### src/hw/rtl/pca_pkg.sv
// Shared types and constants for the palette color allocator.
`timescale 1ns / 1ps
`default_nettype none

package pca_pkg;

    localparam int MAX_PLANES  = 8;
    localparam int TABLE_DEPTH = 1 << MAX_PLANES;
    localparam int IDX_W       = MAX_PLANES;
    localparam int CNT_W       = MAX_PLANES + 1;
    localparam int RGB_W       = 48;
    localparam int CFG_ADDR_W  = 2;
    localparam int CFG_DATA_W  = 64;

    localparam logic [CFG_ADDR_W-1:0] CFG_BASE_PIXEL  = 2'd0;
    localparam logic [CFG_ADDR_W-1:0] CFG_PLANE_MASKS = 2'd1;
    localparam logic [CFG_ADDR_W-1:0] CFG_PLANE_COUNT = 2'd2;

    typedef struct packed {
        logic        is_transparent;
        logic [15:0] red;
        logic [15:0] green;
        logic [15:0] blue;
        logic [15:0] image_index;
    } t_req;

    typedef struct packed {
        logic        status;
        logic [7:0]  pixel_value;
        logic        opaque;
        logic [15:0] transparent_index;
        logic        new_cell;
    } t_res;

    // token, first-hit flag and hit position handed cell to cell
    typedef struct packed {
        logic             tok;
        logic             hit;
        logic [IDX_W-1:0] idx;
    } t_link;

endpackage

`default_nettype wire

### src/hw/rtl/pca_cell.sv
// One color table entry with its compare stage in the search chain.
`timescale 1ns / 1ps
`default_nettype none

module pca_cell (
    input  wire                      i_clk,
    input  wire                      i_rst_n,
    input  wire [pca_pkg::IDX_W-1:0] i_pos,
    input  wire [pca_pkg::CNT_W-1:0] i_count,
    input  wire [pca_pkg::RGB_W-1:0] i_key,
    input  wire                      i_wr_en,
    input  pca_pkg::t_link           i_link,
    output pca_pkg::t_link           o_link
);
    import pca_pkg::*;

    logic [RGB_W-1:0] r_entry;
    t_link            r_link;
    t_link            n_link;
    logic             w_live;
    logic             w_match;

    assign w_live  = {1'b0, i_pos} < i_count;
    assign w_match = i_link.tok && !i_link.hit && w_live && (r_entry == i_key);

    always_comb begin
        n_link     = i_link;
        n_link.hit = i_link.hit || w_match;
        if (w_match) begin
            n_link.idx = i_pos;
        end
    end

    always_ff @(posedge i_clk) begin
        if (!i_rst_n) begin
            r_link.tok <= 1'b0;
            r_link.hit <= 1'b0;
        end else begin
            r_link.tok <= n_link.tok;
            r_link.hit <= n_link.hit;
        end
        r_link.idx <= n_link.idx;
    end

    always_ff @(posedge i_clk) begin
        if (i_wr_en) begin
            r_entry <= i_key;
        end
    end

    assign o_link = r_link;

endmodule

`default_nettype wire

### config.mk
export PLATFORM = sky130hd
export DESIGN_NAME = pca_cell
export DESIGN_NICKNAME = d
export VERILOG_FILES = /design/src/hw/rtl/pca_pkg.sv /design/src/hw/rtl/pca_cell.sv
export SDC_FILE = /design/constraint.sdc
export NUM_CORES = 1
export LEC_CHECK = 0
export BUFFER_PORTS_ARGS = -buffer_cell sky130_fd_sc_hd__clkbuf_2
export CORE_AREA = 2 2 75 84
export DETAILED_ROUTE_END_ITERATION = 8
export DIE_AREA = 0 0 77 86
export MAX_ROUTING_LAYER = met4
export PLACE_DENSITY = 0.73
export SYNTH_ARGS = -nofsm -noshare
export SYNTH_HDL_FRONTEND = slang
export SYNTH_SLANG_ARGS = --single-unit
### constraint.sdc
create_clock -name i_clk -period 1.7 [get_ports i_clk]
set_input_delay 0.17 -clock i_clk [delete_from_list [all_inputs] [get_ports i_clk]]
set_output_delay 0.17 -clock i_clk [all_outputs]
set_load 0.05 [all_outputs]
Yosys cells after proc, flatten, opt, wreduce, memory -nomap -nowiden

Index checks and enable logic that the tools add are counted.

$add $sub $neg: 0
$mul: 0
Divide/modulo/power cells: 0
$lt $le $gt $ge: 1
Eq/ne operators: 1
Shift operators: 0
Muxes and demuxes: 1
Bitwise logic cells: 0
Reduce and logical (&&, ||, !) cells: 5

Operators by type and width:

| kind                        | number |
|---|---|
| == test 48 bit              | 1 |
| < comparator 8 x 9 -> 1 bit | 1 |
| 2-to-1 mux 8 bit            | 1 |
| logical AND 1 bit           | 3 |
| logical NOT 1 bit           | 1 |
| logical OR 1 bit            | 1 |

Register bits after elaboration: 58
Latch bits: 0
Memory bits (writable): 0
Bits in read-only memories: 0
Output and inout bits: 10
Memories: 0

Depth between registers and ports, before layout

Depth after elaboration: 5
Gate-level depth with buffers: 8

Worst setup path after synthesis

Ideal clock, no wire load.

Path type: input port to flip-flop
From: input port i_count[2] (netlist name)
To: register r_link (netlist bit o_link[0])
Data arrival time: 1.691 ns
Data required time: 1.579 ns
Setup slack: -0.112 ns
Stages: 8
Path buffers: 0
Cell sequence: inv_1 -> ha_1 -> o21ai_0 -> o21bai_1 -> a21oi_1 -> or4b_1 -> nand3_2 -> mux2_2

RTL lines:

| element         | line           | RTL |
|---|---|---|
| start, declared | pca_cell.sv:9  | `input wire [pca_pkg::CNT_W-1:0] i_count,` |
| end, declared   | pca_cell.sv:18 | `t_link r_link;` |

==> impl_metrics.ini <==
[detailed_routing]
ant_nets = 0
drc = 0
drt_pass1_iterations = 4
post_drt_wl_per_cell_um = 13.23
drtIter0Drc = 49
wl_um = 4697
num_vias = 1634
via_per_inst = 4.603

[critical_path]
required_ns = 1.91
cp_slowest_cell = edfxtp_1
reg2reg_slack_ns = -0.34
endpoint_kind = flip-flop
reg2regPathDepth = 8
r2r-start = r_entry[24]$_DFFE_PP_
r2r_end = o_link[1]$_DFF_P_
max_stage_delay_ns = 0.37
arrival_ns = 2.25
critical_path_buf_inv_count = 2
startpoint_type = flip-flop
path_delay_family = simple AND/OR/NAND/NOR gates
crit_chain = xor2_1, nor4_2, buf_4, nand4_1, nor4_2, buf_4, nand3_4, mux2_2
critPathKind = flip-flop to flip-flop
crit_fanout = 5

[placement]
dpl.hpwl_um = 3600
portBuffers = 87
place_ws_ns = -0.4680
place_congestion = 0.7739

[floorplanning]
core_um2 = 5733
dieArea_um2 = 6622
boundaryPins = 88
fp.dieH_um = 86
rows = 29
fp.dieW_um = 77
start_util_pct = 43.34

[timing]
tightestPinTransition_ns = 0.3723
fin_hold_ws_ns = 0.03734
fin_tns_setup_ns = -2.758
fin_ws_ns = -0.3389
maxSlewViolCount = 0
slew_headroom_pct = 74.99
finalHoldViolations = 0
fmaxAchievable_mhz = 490.5
fin_crit_sh_pct = 119.9
timing.final.crit_period_ns = 2.039
skew_ns = 0.005902
setup-violations-final = 9
grt_setup_unrepaired = true

[power_and_ir_drop]
seq_power_share_pct = 54.7
powerDensity_nw_per_um2 = 936.4
p_int_uw = 2363
power_frac_comb_pct = 12.5
switchingPower_uw = 741.8
clkPwrFrac_pct = 32.8
sw_frac_of_total_pct = 23.89
finalPower_uw = 3105
power_leakage_uw = 0.001418
vdd_drop_max_mv = 0.5488

[synth]
syn_area_per_cell_um2 = 15.24
ys_top_cells_by_count = edfxtp_1, xor2_1, xnor2_1
ys.flop_type = edfxtp_1
synth_seq_cells = 58
yosysMostFrequentCell = edfxtp_1
syn_inst = 163
synth_area_leader_cell = edfxtp_1
syn-cell-area_um2 = 2485
ys_types = 25
synth-edff-count = 48
seq_area_frac_synth_pct = 66.06
async_reset_ff_share_pct = 0
synth_area_leaders = edfxtp_1, xor2_1, dfxtp_1
ys_warn_count = 0
synth_top_area_share_pct = 58.01
synth_nets = 248

[clock_tree]
cts_sinks = 58
cts_tree = done
clkTransAtPathRegs_ns = 0.06
cts_max_level = 3
root_buffer = clkbuf_8
max-clock-path-buffers = 2
cts_inserted_buffers = 9
hold_buffers = 0
worstSkewPairLatency_ns = 0.32

[grt]
grt_usage_pct = 15.74
grt_pass1_wl_um = 7665
grt_max_degree = 49
overflow = 0
grt_pass1_vias = 1832
antenna_found_initial = 0

[outcome]
violations = negative setup slack
status = finished with violations

[worst_hold_path]
holdCritStartpoint = i_key[22]
whs_path_depth = 1
worst_hold_path.endpoint = r_entry[22]$_DFFE_PP_
holdCritPathClass = input pin to flip-flop

[finish]
num_antenna_cells = 0
synthToLayoutAreaGrowth_pct = 33.43
nets = 358
fin_util_pct = 57.84
multi_input_area_um2 = 852.1
fillers = 502
register_area_um2 = 1642
drive_above_1_share_pct = 44.60

[run]
maxCapViolCount = 0
==> cell families after synthesis <==
logic type / share of synthesized area (%)
AOI/OAI and AO/OA: 3.072
xor gates and xnor gates: 15.86
adders and majority gates: 3.525
buffers and inverters: 1.662
DFF: 66.06
muxes: 3.626
and+or+nand+nor: 6.194
==> how the worst max path moves through the flow <==
stage	to	depth (start not counted)	startpoint	slack [ns]
2_1_floorplan	o_link[0]$_DFF_P_	8	i_count[2]	-0.08
3_3_place_gp	o_link[1]$_DFF_P_	8	r_entry[24]$_DFFE_PP_	-0.41
3_5_place_dp	o_link[0]$_DFF_P_	8	r_entry[24]$_DFFE_PP_	-0.47
4_1_cts	o_link[6]$_DFF_P_	8	r_entry[24]$_DFFE_PP_	-0.40
5_1_grt	o_link[1]$_DFF_P_	8	r_entry[24]$_DFFE_PP_	-0.49
6_report	o_link[1]$_DFF_P_	8	r_entry[24]$_DFFE_PP_	-0.34
==> power by group through the flow <==
| stage | clock network [uW] | registers, uW | logic (uW) |
|---|---|---|---|
| floorplan | 0 | 1770 | 149 |
| global placement | 0 | 1720 | 380 |
| detailed placement | 0 | 1730 | 388 |
| CTS | 1060 | 1700 | 395 |
| global route | 1100 | 1710 | 431 |
| finish | 1020 | 1700 | 388 |
==> registers in the layout (all words and copies together), names as in the netlist <==
register  cells
r_entry      48
o_link       10
==> layout by cell type, fill, tap and decap left out, types with 5 or more instances in the layout <==
| cell | Yosys | routed |
|---|---|---|
| buf_4 | 0 | 10 |
| xnor2_1 | 16 | 16 |
| ha_1 | 7 | 7 |
| edfxtp_1 | 48 | 48 |
| mux2_2 | 8 | 8 |
| nand4_1 | 5 | 5 |
| nor4_1 | 8 | 6 |
| xor2_1 | 29 | 29 |
| clkbuf_8 | 0 | 9 |
| dfxtp_1 | 10 | 10 |
| inv_1 | 11 | 11 |
| clkbuf_2 | 0 | 87 |
==> timing repair <==
action                     in CTS  in global routing
gates resized for setup         4                  0
pin swaps                       1                  0
buffers inserted                0                  0
gates cloned                    1                  0
hold endpoints to repair        0                  0
setup endpoints to repair       9                  9
==> routing by layer <==
metal / vias up / GRT usage, % / wire length [um]
met5: - / - / 0
met4: 0 / 7.468 / 38
met3: 4 / 5.579 / 217
met2: 38 / 27.27 / 2587
met1: 767 / 15.95 / 1853
li1: 825 / - / -
==> through the flow <==
stage                     cells  cell area (um^2)
after global routing        355              3316
after global placement      338              3129
after detailed placement    338              3129
after floorplan             163              2502
after CTS                   355              3316
final                       355              3316
==> area by class of cell <==
cell class              count  share of cell area (%)
clock inverters             4                  0.5660
flip-flops and latches     58                   49.51
inverters                  11                   1.245
repair buffers             98                   16.00
well taps                  77                   2.906
clock buffers              12                   4.075
multi-input cells          95                   25.70
No activity file was read; power rests on OpenSTA's default activity.
